### src/rtl/pidm_pkg.sv
package pidm_pkg;

  // field widths
  localparam int unsigned CmdWidth     = 8;
  localparam int unsigned CountWidth   = 16;
  localparam int unsigned GainWidth    = 16;
  localparam int unsigned LimitWidth   = 10;
  localparam int unsigned BandWidth    = 8;
  localparam int unsigned DutyWidth    = 10;
  localparam int unsigned DirWidth     = 2;
  localparam int unsigned CfgIdxWidth  = 3;
  localparam int unsigned CfgDataWidth = 16;

  // integral width, at least ErrWidth
  localparam int unsigned SumWidth   = 24;
  localparam int unsigned ErrWidth   = 9;
  localparam int unsigned DerivWidth = ErrWidth + 1;
  localparam int unsigned AccWidth   = SumWidth + GainWidth + 3;

  // angle scaling
  localparam int unsigned TargetScale  = 90;
  localparam int unsigned ScaledWidth  = 15;
  localparam int unsigned TargetWidth  = 7;
  localparam int unsigned ActualWidth  = 8;

  // Q8.8 fraction bits
  localparam int unsigned FracBits = 8;

  // register reset values
  localparam logic [GainWidth-1:0]  GainPReset    = 16'd3840;
  localparam logic [GainWidth-1:0]  GainIReset    = 16'd128;
  localparam logic [GainWidth-1:0]  GainDReset    = 16'd128;
  localparam logic [LimitWidth-1:0] PwmLimitReset = 10'd625;
  localparam logic [BandWidth-1:0]  DeadbandReset = 8'd1;

  typedef enum logic [DirWidth-1:0] {
    DirStop = 2'd0,
    DirFwd  = 2'd1,
    DirRev  = 2'd2
  } dir_e;

  typedef enum logic [CfgIdxWidth-1:0] {
    RegGainP    = 3'd0,
    RegGainI    = 3'd1,
    RegGainD    = 3'd2,
    RegPwmLimit = 3'd3,
    RegDeadband = 3'd4
  } reg_idx_e;

  typedef struct packed {
    logic [GainWidth-1:0]  gain_p;
    logic [GainWidth-1:0]  gain_i;
    logic [GainWidth-1:0]  gain_d;
    logic [LimitWidth-1:0] pwm_limit;
    logic [BandWidth-1:0]  deadband;
  } cfg_t;

  typedef struct packed {
    logic                       valid;
    logic signed [ErrWidth-1:0] err;
  } front_t;

endpackage

### src/rtl/pidm_in_if.sv
interface pidm_in_if;
  logic                            valid;
  logic                            ready;
  logic [pidm_pkg::CmdWidth-1:0]   command_byte;
  logic [pidm_pkg::CountWidth-1:0] encoder_count;

  modport source (output valid, command_byte, encoder_count, input ready);
  modport sink   (input valid, command_byte, encoder_count, output ready);
endinterface

### src/rtl/pidm_out_if.sv
interface pidm_out_if;
  logic                           valid;
  logic                           ready;
  logic [pidm_pkg::DutyWidth-1:0] duty;
  logic [pidm_pkg::DirWidth-1:0]  drive_dir;

  modport source (output valid, duty, drive_dir, input ready);
  modport sink   (input valid, duty, drive_dir, output ready);
endinterface

### src/rtl/pidm_cfg_if.sv
interface pidm_cfg_if;
  logic                              valid;
  logic                              ready;
  logic [pidm_pkg::CfgIdxWidth-1:0]  index;
  logic [pidm_pkg::CfgDataWidth-1:0] data;

  modport source (output valid, index, data, input ready);
  modport sink   (input valid, index, data, output ready);
endinterface

### src/rtl/pidm_cfg_regs.sv
module pidm_cfg_regs (
  input  logic             clk_i,
  input  logic             rst_ni,
  pidm_cfg_if.sink         cfg_i,
  output pidm_pkg::cfg_t   cfg_o
);

  pidm_pkg::cfg_t cfg_q, cfg_d;

  assign cfg_i.ready = 1'b1;

  always_comb begin
    cfg_d = cfg_q;
    if (cfg_i.valid) begin
      unique case (cfg_i.index)
        pidm_pkg::RegGainP:    cfg_d.gain_p    = cfg_i.data[pidm_pkg::GainWidth-1:0];
        pidm_pkg::RegGainI:    cfg_d.gain_i    = cfg_i.data[pidm_pkg::GainWidth-1:0];
        pidm_pkg::RegGainD:    cfg_d.gain_d    = cfg_i.data[pidm_pkg::GainWidth-1:0];
        pidm_pkg::RegPwmLimit: cfg_d.pwm_limit = cfg_i.data[pidm_pkg::LimitWidth-1:0];
        pidm_pkg::RegDeadband: cfg_d.deadband  = cfg_i.data[pidm_pkg::BandWidth-1:0];
        default:               cfg_d           = cfg_q;
      endcase
    end
  end

  always_ff @(posedge clk_i or negedge rst_ni) begin
    if (!rst_ni) begin
      cfg_q.gain_p    <= pidm_pkg::GainPReset;
      cfg_q.gain_i    <= pidm_pkg::GainIReset;
      cfg_q.gain_d    <= pidm_pkg::GainDReset;
      cfg_q.pwm_limit <= pidm_pkg::PwmLimitReset;
      cfg_q.deadband  <= pidm_pkg::DeadbandReset;
    end else begin
      cfg_q <= cfg_d;
    end
  end

  assign cfg_o = cfg_q;

endmodule

### src/rtl/pidm_front.sv
module pidm_front (
  input  logic              clk_i,
  input  logic              rst_ni,
  pidm_in_if.sink           in_i,
  input  logic              take_i,
  output pidm_pkg::front_t  front_o
);

  logic [pidm_pkg::ScaledWidth-1:0]   scaled;
  logic [pidm_pkg::TargetWidth-1:0]   tgt_lo;
  logic [pidm_pkg::TargetWidth:0]     tgt_hi;
  logic [pidm_pkg::ScaledWidth:0]     tgt_back;
  logic [pidm_pkg::TargetWidth-1:0]   target;
  logic [pidm_pkg::ActualWidth-1:0]   act_hi;
  logic [pidm_pkg::CountWidth:0]      act_back;
  logic [pidm_pkg::ActualWidth-1:0]   actual;
  logic signed [pidm_pkg::ErrWidth-1:0] err;
  logic                               accept;
  logic                               valid_q, valid_d;
  logic signed [pidm_pkg::ErrWidth-1:0] err_q;

  // target = cmd*90/255: divide by 256, then step up by one if it still fits
  always_comb begin
    scaled   = pidm_pkg::ScaledWidth'(in_i.command_byte) *
               pidm_pkg::ScaledWidth'(pidm_pkg::TargetScale);
    tgt_lo   = scaled[pidm_pkg::ScaledWidth-1:pidm_pkg::FracBits];
    tgt_hi   = {1'b0, tgt_lo} + 1'b1;
    tgt_back = {tgt_hi, 8'd0} - (pidm_pkg::ScaledWidth+1)'(tgt_hi);
    target   = (tgt_back <= {1'b0, scaled}) ? tgt_hi[pidm_pkg::TargetWidth-1:0] : tgt_lo;
  end

  // actual = count/257: divide by 256, then step down by one if too large
  always_comb begin
    act_hi   = in_i.encoder_count[pidm_pkg::CountWidth-1:pidm_pkg::FracBits];
    act_back = {1'b0, act_hi, 8'd0} + (pidm_pkg::CountWidth+1)'(act_hi);
    actual   = (act_back > {1'b0, in_i.encoder_count}) ? act_hi - 1'b1 : act_hi;
    err      = $signed({2'b00, target}) - $signed({1'b0, actual});
  end

  assign in_i.ready = !valid_q || take_i;
  assign accept     = in_i.valid && in_i.ready;
  assign valid_d    = accept || (valid_q && !take_i);

  always_ff @(posedge clk_i or negedge rst_ni) begin
    if (!rst_ni) begin
      valid_q <= 1'b0;
    end else begin
      valid_q <= valid_d;
    end
  end

  always_ff @(posedge clk_i) begin
    if (accept) begin
      err_q <= err;
    end
  end

  assign front_o.valid = valid_q;
  assign front_o.err   = err_q;

endmodule

### src/rtl/pidm_core.sv
module pidm_core (
  input  logic              clk_i,
  input  logic              rst_ni,
  input  pidm_pkg::front_t  front_i,
  input  pidm_pkg::cfg_t    cfg_i,
  output logic              take_o,
  pidm_out_if.source        res_o
);

  localparam int unsigned SW = pidm_pkg::SumWidth;
  localparam int unsigned EW = pidm_pkg::ErrWidth;
  localparam int unsigned AW = pidm_pkg::AccWidth;
  localparam int unsigned GW = pidm_pkg::GainWidth;
  localparam int unsigned LW = pidm_pkg::LimitWidth;
  localparam int unsigned FB = pidm_pkg::FracBits;

  logic signed [SW-1:0] sum_q, sum_d;
  logic signed [EW-1:0] last_q;
  logic                 res_valid_q, res_valid_d;
  logic [pidm_pkg::DutyWidth-1:0] duty_q, duty_d;
  pidm_pkg::dir_e       dir_q, dir_d;

  logic signed [SW:0]   sum_wide;
  logic signed [SW-1:0] sum_sat;
  logic signed [pidm_pkg::DerivWidth-1:0] deriv;
  logic signed [GW+EW:0]                  p_prod;
  logic signed [GW+SW:0]                  i_prod;
  logic signed [GW+pidm_pkg::DerivWidth:0] d_prod;
  logic signed [AW-1:0] acc;
  logic signed [AW-1:0] lim;
  logic signed [AW-1:0] clamped;
  logic signed [AW-1:0] mag_out;
  logic [EW-1:0]        mag_err;
  logic                 drive;

  assign take_o = front_i.valid && (!res_valid_q || res_o.ready);

  always_comb begin
    // saturating integral
    sum_wide = {sum_q[SW-1], sum_q} + {{(SW+1-EW){front_i.err[EW-1]}}, front_i.err};
    if (sum_wide[SW] != sum_wide[SW-1]) begin
      sum_sat = sum_wide[SW] ? {1'b1, {(SW-1){1'b0}}} : {1'b0, {(SW-1){1'b1}}};
    end else begin
      sum_sat = sum_wide[SW-1:0];
    end

    deriv  = pidm_pkg::DerivWidth'(front_i.err) - pidm_pkg::DerivWidth'(last_q);
    p_prod = $signed({1'b0, cfg_i.gain_p}) * front_i.err;
    i_prod = $signed({1'b0, cfg_i.gain_i}) * sum_sat;
    d_prod = $signed({1'b0, cfg_i.gain_d}) * deriv;
    acc    = AW'(p_prod) + AW'(i_prod) + AW'(d_prod);

    // clamp to +/- limit in Q8.8
    lim = $signed(AW'({cfg_i.pwm_limit, {FB{1'b0}}}));
    if (acc > lim) begin
      clamped = lim;
    end else if (acc < -lim) begin
      clamped = -lim;
    end else begin
      clamped = acc;
    end

    mag_err = front_i.err[EW-1] ? EW'(-front_i.err) : EW'(front_i.err);
    drive   = mag_err > EW'(cfg_i.deadband);

    mag_out = (clamped > 0) ? clamped : -clamped;
    if (drive) begin
      dir_d  = (clamped > 0) ? pidm_pkg::DirFwd : pidm_pkg::DirRev;
      duty_d = mag_out[LW+FB-1:FB];
      sum_d  = sum_sat;
    end else begin
      dir_d  = pidm_pkg::DirStop;
      duty_d = '0;
      sum_d  = '0;
    end
  end

  assign res_valid_d = take_o || (res_valid_q && !res_o.ready);

  always_ff @(posedge clk_i or negedge rst_ni) begin
    if (!rst_ni) begin
      res_valid_q <= 1'b0;
      sum_q       <= '0;
      last_q      <= '0;
    end else begin
      res_valid_q <= res_valid_d;
      if (take_o) begin
        sum_q  <= sum_d;
        last_q <= front_i.err;
      end
    end
  end

  always_ff @(posedge clk_i) begin
    if (take_o) begin
      duty_q <= duty_d;
      dir_q  <= dir_d;
    end
  end

  assign res_o.valid     = res_valid_q;
  assign res_o.duty      = duty_q;
  assign res_o.drive_dir = dir_q;

endmodule

### src/rtl/pid_position_motor_drive.sv
// pid position controller, one control tick per request
// stages: error register, then result register
// one request per cycle unless stalled, the integral and last error loop closes in the pid stage
// while a result waits, the error register holds one more request, then the input stalls
// reset (async, active low): gains 15.0/0.5/0.5, limit 625, deadband 1,
// integral and last error zero, pipeline empty
module pid_position_motor_drive (
  input  logic       clk_i,
  input  logic       rst_ni,
  pidm_cfg_if.sink   cfg_i,
  pidm_in_if.sink    in_i,
  pidm_out_if.source res_o
);

  pidm_pkg::cfg_t   cfg;
  pidm_pkg::front_t front;
  logic             take;

  // register file: the user writes only while no request is in flight; not enforced
  pidm_cfg_regs u_cfg_regs (
    .clk_i  (clk_i),
    .rst_ni (rst_ni),
    .cfg_i  (cfg_i),
    .cfg_o  (cfg)
  );

  // scale command and encoder to degrees, register the position error
  pidm_front u_front (
    .clk_i   (clk_i),
    .rst_ni  (rst_ni),
    .in_i    (in_i),
    .take_i  (take),
    .front_o (front)
  );

  // integral, derivative, gain sum, clamp and direction into the result register
  pidm_core u_core (
    .clk_i   (clk_i),
    .rst_ni  (rst_ni),
    .front_i (front),
    .cfg_i   (cfg),
    .take_o  (take),
    .res_o   (res_o)
  );

endmodule

### src/flat_wrapper.sv
// flat-port wrapper written by rule: the top's interface ports become plain ports
module pid_position_motor_drive_flat 
  (clk_i, rst_ni, cfg_i_valid, cfg_i_index, cfg_i_data, cfg_i_ready, in_i_valid, in_i_command_byte, in_i_encoder_count, in_i_ready, res_o_valid, res_o_duty, res_o_drive_dir, res_o_ready);
  pidm_cfg_if cfg_i_i ();
  pidm_in_if in_i_i ();
  pidm_out_if res_o_i ();
  input  logic clk_i;
  input  logic rst_ni;
  input wire logic [$bits(cfg_i_i.valid)-1:0] cfg_i_valid;
  input wire logic [$bits(cfg_i_i.index)-1:0] cfg_i_index;
  input wire logic [$bits(cfg_i_i.data)-1:0] cfg_i_data;
  output wire logic [$bits(cfg_i_i.ready)-1:0] cfg_i_ready;
  input wire logic [$bits(in_i_i.valid)-1:0] in_i_valid;
  input wire logic [$bits(in_i_i.command_byte)-1:0] in_i_command_byte;
  input wire logic [$bits(in_i_i.encoder_count)-1:0] in_i_encoder_count;
  output wire logic [$bits(in_i_i.ready)-1:0] in_i_ready;
  output wire logic [$bits(res_o_i.valid)-1:0] res_o_valid;
  output wire logic [$bits(res_o_i.duty)-1:0] res_o_duty;
  output wire logic [$bits(res_o_i.drive_dir)-1:0] res_o_drive_dir;
  input wire logic [$bits(res_o_i.ready)-1:0] res_o_ready;
  assign cfg_i_i.valid = cfg_i_valid;
  assign cfg_i_i.index = cfg_i_index;
  assign cfg_i_i.data = cfg_i_data;
  assign cfg_i_ready = cfg_i_i.ready;
  assign in_i_i.valid = in_i_valid;
  assign in_i_i.command_byte = in_i_command_byte;
  assign in_i_i.encoder_count = in_i_encoder_count;
  assign in_i_ready = in_i_i.ready;
  assign res_o_valid = res_o_i.valid;
  assign res_o_duty = res_o_i.duty;
  assign res_o_drive_dir = res_o_i.drive_dir;
  assign res_o_i.ready = res_o_ready;
  pid_position_motor_drive u_core (.clk_i(clk_i), .rst_ni(rst_ni), .cfg_i(cfg_i_i), .in_i(in_i_i), .res_o(res_o_i));
endmodule
### config.mk
export PLATFORM = sky130hd
export DESIGN_NAME = pid_position_motor_drive_flat
export DESIGN_NICKNAME = d
export VERILOG_FILES = /design/src/rtl/pidm_pkg.sv /design/src/rtl/pidm_in_if.sv /design/src/rtl/pidm_out_if.sv /design/src/rtl/pidm_cfg_if.sv /design/src/rtl/pidm_cfg_regs.sv /design/src/rtl/pidm_front.sv /design/src/rtl/pidm_core.sv /design/src/rtl/pid_position_motor_drive.sv /design/src/flat_wrapper.sv
export SDC_FILE = /design/constraint.sdc
export NUM_CORES = 2
export LEC_CHECK = 0
export BUFFER_PORTS_ARGS = -buffer_cell sky130_fd_sc_hd__clkbuf_2
export CORE_MARGIN = 2
export CORE_UTILIZATION = 35
export CTS_CLUSTER_DIAMETER = 200
export CTS_CLUSTER_SIZE = 28
export DETAILED_ROUTE_END_ITERATION = 10
export GPL_TIMING_DRIVEN = 1
export PLACE_DENSITY = 0.54
export SYNTH_ARGS = -nofsm -noshare
export SYNTH_HDL_FRONTEND = slang
export SYNTH_SLANG_ARGS = --single-unit
### constraint.sdc
create_clock -name clk_i -period 34.9 [get_ports clk_i]
set_input_delay 5.235 -clock clk_i [delete_from_list [all_inputs] [get_ports clk_i]]
set_output_delay 5.235 -clock clk_i [all_outputs]
set_load 0.02 [all_outputs]
# == After elaboration in Yosys (flattened, before gate mapping) ==
# Index checks and enable logic that the tools add are counted.
# classes
n_addsub,12
mul,4
order_cmp,6
eq_ne,5
muxes,10
reduce_logical,18
# ops
cell,count
$mux W43,2
$mux W24,3
$add A42 B27 Y43,1
$gt A43 B1 Y1 const B,1
$gt A43 B19 Y1,1
$lt A43 B43 Y1,1
$neg A18 Y43,1
$add A26 B41 Y42,1
$mul A17 B24 Y41,1
$mul A17 B10 Y27,1
$mul A17 B9 Y26,1
$add A24 B9 Y25,1
$mux W18,1
$neg A18 Y18,1
$add A16 B8 Y17,1
$gt A17 B16 Y1,1
$le A16 B15 Y1,1
$sub A16 B8 Y16,1
$mul A8 B6 Y14 const B,1
$reduce_and A2 Y1,5
$sub A9 B9 Y10,1
$gt A9 B8 Y1,1
$mux W9,1
$neg A9 Y9,1
other kinds (14),24
# word_totals
reg_bits,122
in_bits,48
out_inout_bits,15

# == Longest topological paths before layout ==
# depth
word_depth,11
depth_mapped,58
mapped_depth_nobuf,54

# == Modules after synthesis ==
# From an unflattened synthesis, not the netlist that was laid out.
# unflattened
cells_unflattened,4206
area_unflattened_um2,37435.9
# modules_own_cells
module,instances,cells_each,area_each_um2,seq_area_each_um2
pidm_core,1,3718,31970.7,1211.2
pidm_front,1,342,2907.8,295.3
pidm_cfg_regs,1,146,2557.5,1666.6

# == Least setup slack after synthesis ==
# OpenSTA, ideal clock, no wires.
# synth_timing
path_type,register -> register
start,register u_core.u_front.err_q[8] (netlist bit)
end,"register u_core.u_core.duty_q, in the netlist u_core.u_core.res_o.duty[6] (data pin)"
setup_ps,262
arrival_time_ps,13777
required_time_ps,34638
path_slack_ps,20860
path_stages_with_launch,51
n_path_buf,3
period_less_slack_ps,14040
path_cell_list,edfxtp_1 -> ha_1 -> a21o_1 -> a21oi_1 -> o21ai_1 -> a41o_1 -> o41ai_2 -> o211ai_1 -> a221o_1 -> a211oi_2 -> o21bai_2 -> buf_2 -> a21oi_1 -> clkbuf_1 -> and2_1 -> fa_1 -> inv_1 -> fa_1 -> (+15 left out) -> o21ai_0 -> a21oi_1 -> nor2_1 -> inv_1 -> ha_1 -> nand3_1 -> nor3_1 -> a32o_1 -> nor4_1 -> o211a_1 -> mux2i_1 -> clkbuf_1 -> mux2_2 -> inv_1 -> o221ai_1 -> nor4_2 -> o22ai_1 -> mux2_1
# synth_via
elab_chain_cells,11
elab_cells_between_ends,20
classes_between,add/sub: 6; mul: 3; order compare: 4; eq/ne: 1; mux: 6
# synth_rtl
element,line_no,text
from (decl),pidm_front.sv:20,logic signed [pidm_pkg::ErrWidth-1:0] err_q;
from (signal assigned),pidm_front.sv:54,err_q <= err;
$add A24 B9 Y25,pidm_core.sv:40,"sum_wide = {sum_q[SW-1], sum_q} + {{(SW+1-EW){front_i.err[EW-1]}}, front_i.err};"
$mux W24 / $ne A1 B1 Y1 (equally long branches),"pidm_core.sv:42, pidm_core.sv:41",
$mux W24,pidm_core.sv:41,if (sum_wide[SW] != sum_wide[SW-1]) begin
$mul A17 B24 Y41,pidm_core.sv:49,"i_prod = $signed({1'b0, cfg_i.gain_i}) * sum_sat;"
$add A26 B41 Y42,pidm_core.sv:51,acc = AW'(p_prod) + AW'(i_prod) + AW'(d_prod);
$add A42 B27 Y43,pidm_core.sv:51,
$lt A43 B43 Y1,pidm_core.sv:57,end else if (acc < -lim) begin
$mux W43,pidm_core.sv:57,
$mux W43,pidm_core.sv:55,if (acc > lim) begin
$gt A43 B1 Y1 / $neg A18 Y18 (equally long branches),pidm_core.sv:66,mag_out = (clamped > 0) ? clamped : -clamped;
$mux W18,pidm_core.sv:66,
to (signal assigned),pidm_core.sv:96,duty_q <= duty_d;
to (decl),pidm_core.sv:20,"logic [pidm_pkg::DutyWidth-1:0] duty_q, duty_d;"
# Several ways; a longest one is shown, not always the timed one.
# A chain may end at the register's enable or synchronous reset.

# == Worst setup path in the final report ==
# layout_timing
start,register u_core.u_front.err_q[0] (netlist bit)
end,"register u_core.u_core.duty_q, in the netlist u_core.u_core.res_o.duty[6] (data pin)"
# Same word-level chain as after synthesis.

==> flow_metrics.tcl <==
set metrics [dict create \
    fin_crit_ps 16250 \
    portBuffers 61 \
    tns_ps 0 \
    vias 27031 \
    max_stage_delay_ps 600 \
    synth_area_leader_cell "fa_1" \
    yosys-top-cells-count "1044 x inv_1, 718 x fa_1, 492 x nand2_1" \
    worstSetupEndpointType "flip-flop" \
    drive_gt1_frac 0.06988 \
    drcViolationCount 0 \
    clock-root-buffer "clkbuf_16" \
    core_area_um2 105000 \
    synth_area_leaders "fa_1 39%, ha_1 13%, inv_1 11%" \
    numCtsBuffers 17 \
    status "completed" \
    routabilityCongestion 0.8621 \
    die_area_um2 108100 \
    hold_depth 2 \
    synthesis.nets 5285 \
    crit_type "flip-flop to flip-flop" \
    hold_violations 0 \
    fp.dieH_um 328.8 \
    std_cell_rows 119 \
    skew_ps 16.76 \
    worst_skew_pair.late_latency_ps 490 \
    synthCells 4149 \
    syn_area_per_cell_um2 8.897 \
    postCtsSetupRepairBufs 0 \
    drv_slew 0 \
    cts_resized 0 \
    grt_pass1_wl_um 166900 \
    area_delta_synth_final_pct 7.034 \
    vias_per_cell 4.877 \
    startpoint_type "flip-flop" \
    ys_warn_count 0 \
    relSlewSlack 0.09843 \
    fill_cells 10763 \
    cpMostUsedCell "fa_1" \
    synth_top_area_share 0.3894 \
    wl_per_cell_um 18.56 \
    cts_hold_buf 0 \
    drv_cap 0 \
    clk_pin_slew_ps 70 \
    cp_max_fo 32 \
    dp_hpwl_um 83790 \
    seq_area_frac_synth 0.08596 \
    clockBufferDepth 2 \
    ios 63 \
    fmax_mhz 61.52 \
    rsz0062_at_grt "false" \
    grt_pass1_vias 28945 \
    worst-slew-pin-transition_ps 1352 \
    layout.nets 5273 \
    r2r_cells 56 \
    fin_crit_sh 0.4657 \
    synthFlopType "dfrtp_1" \
    post-synth-top-count-cell "inv_1" \
    required_ps 35140 \
    cts.sinks 122 \
    grt_max_degree 57 \
    synth-edff-count 21 \
    drt-total-wl_um 102900 \
    antenna_found_initial 3 \
    die_width_um 328.8 \
    synth_seq_cells 122 \
    first_pass_iters 5 \
    drt_iter0_drc 1560 \
    start_util 0.3516 \
    cp_data_arrival_time_ps 16490 \
    grt_util_all_layers 0.2002 \
    gr-total-overflow 0 \
    setup_viol 0 \
    cts_tree "built" \
    htree_levels 4 \
    synthArstFlopShare 0.8279 \
    slowest_stage "fa_1" \
    ant_nets 0 \
    synth_area_um2 36910 \
    hp-class "flip-flop to flip-flop" \
    ys_types 93 \
]
[area by class of cell]
class,count,area (um^2),area share
tap,1391,1740,0.04405
clock buffer,20,456.7,0.01156
timing repair buffer,127,803.3,0.02033
sequential,122,3176,0.08038
antenna,2,5.005,0.0001267
clock inverter,12,162.7,0.004117
inverter,1044,3919,0.09919
multi-input combinational,2825,29250,0.7402
[cell usage in the layout, fill, tap and decap left out, types with 45 or more instances in the layout]
master	synthesis	final
dfrtp_1	89	87
nor2_1	98	98
a21oi_1	113	113
xnor2_1	78	78
mux2_2	63	63
o21ai_0	80	74
nand3_1	45	45
buf_4	1	67
inv_1	1044	1044
clkbuf_2	0	60
ha_1	370	370
nand2_1	492	492
and2_1	274	274
nand2b_1	54	54
fa_1	718	718
[cells by family (layout without fill, tap and decap cells)]
group	Yosys count	count (layout)	share of synthesized area
other	1	3	0.0001016
multiplexers	80	80	0.02390
adder cells (fa/ha/maj)	1089	1089	0.5151
AND/OR/NAND/NOR	1121	1121	0.1501
buffers and inverters	1202	1203	0.1230
AO/OA/AOI/OAI	421	421	0.07502
XOR/XNOR	113	113	0.02681
flip-flops	122	122	0.08596
[sequential cells by signal, summed over array words and instances, names as in the netlist]
| signal | flops |
|---|---|
| u_core.u_core.sum_q | 24 |
| u_core.u_front.valid_q | 1 |
| u_core.u_core.res_o.duty | 10 |
| u_core.u_core.last_q | 9 |
| u_core.u_front.err_q | 9 |
| u_core.u_core.res_o.valid | 1 |
| u_core.u_cfg_regs.cfg_o | 66 |
| u_core.u_core.res_o.drive_dir | 2 |
[through the flow]
stage / utilization / worst slack (ps) / hold WS (ps) / instance area [um^2] / cells
floorplan: - / 20860 / 449.8 / 36910 / 4149
global placement: 0.3704 / 19100 / 471.4 / 38880 / 5509
detailed placement: 0.3704 / 18750 / 479.5 / 38880 / 5509
CTS: 0.3763 / 18730 / 492.2 / 39500 / 5541
global route: 0.3763 / 17670 / 528.0 / 39500 / 5541
finish: 0.3764 / 18650 / 485.9 / 39510 / 5543
[per-layer routing]
metal / track usage / up-vias / share of wire
li1: - / 12561 / -
met3: 0.02020 / 85 / 0.039
met4: 0.03226 / 0 / 0.013
met5: 0 / - / 0
met1: 0.2869 / 13864 / 0.47
met2: 0.3318 / 521 / 0.47
[critical path, delay by kind of cell, from the launching register on]
family | cells | cell delay, ps
fa+ha+maj | 12 | 5530
simple gates | 11 | 3850
mux | 2 | 450
compound gates | 21 | 4550
flops | 1 | 360
buf+inv | 10 | 1220
[worst paths after layout]
path | start | to | slack [ps]
min in group asynchronous | rst_ni | u_core.u_cfg_regs.cfg_o[26] | 4800
worst max-delay path | u_core.u_front.err_q[0] | u_core.u_core.res_o.duty[6] | 18650
worst min register to register | u_core.u_core.last_q[8] | u_core.u_core.last_q[8] | 490
max in group asynchronous | rst_ni | u_core.u_cfg_regs.cfg_o[34] | 28760
worst max register to register | u_core.u_front.err_q[0] | u_core.u_core.res_o.duty[6] | 18650
worst min-delay path | u_core.u_core.last_q[8] | u_core.u_core.last_q[8] | 490
Power is not shown: default switching activity piles up to over one toggle a cycle in this logic, so the estimate is an artifact.
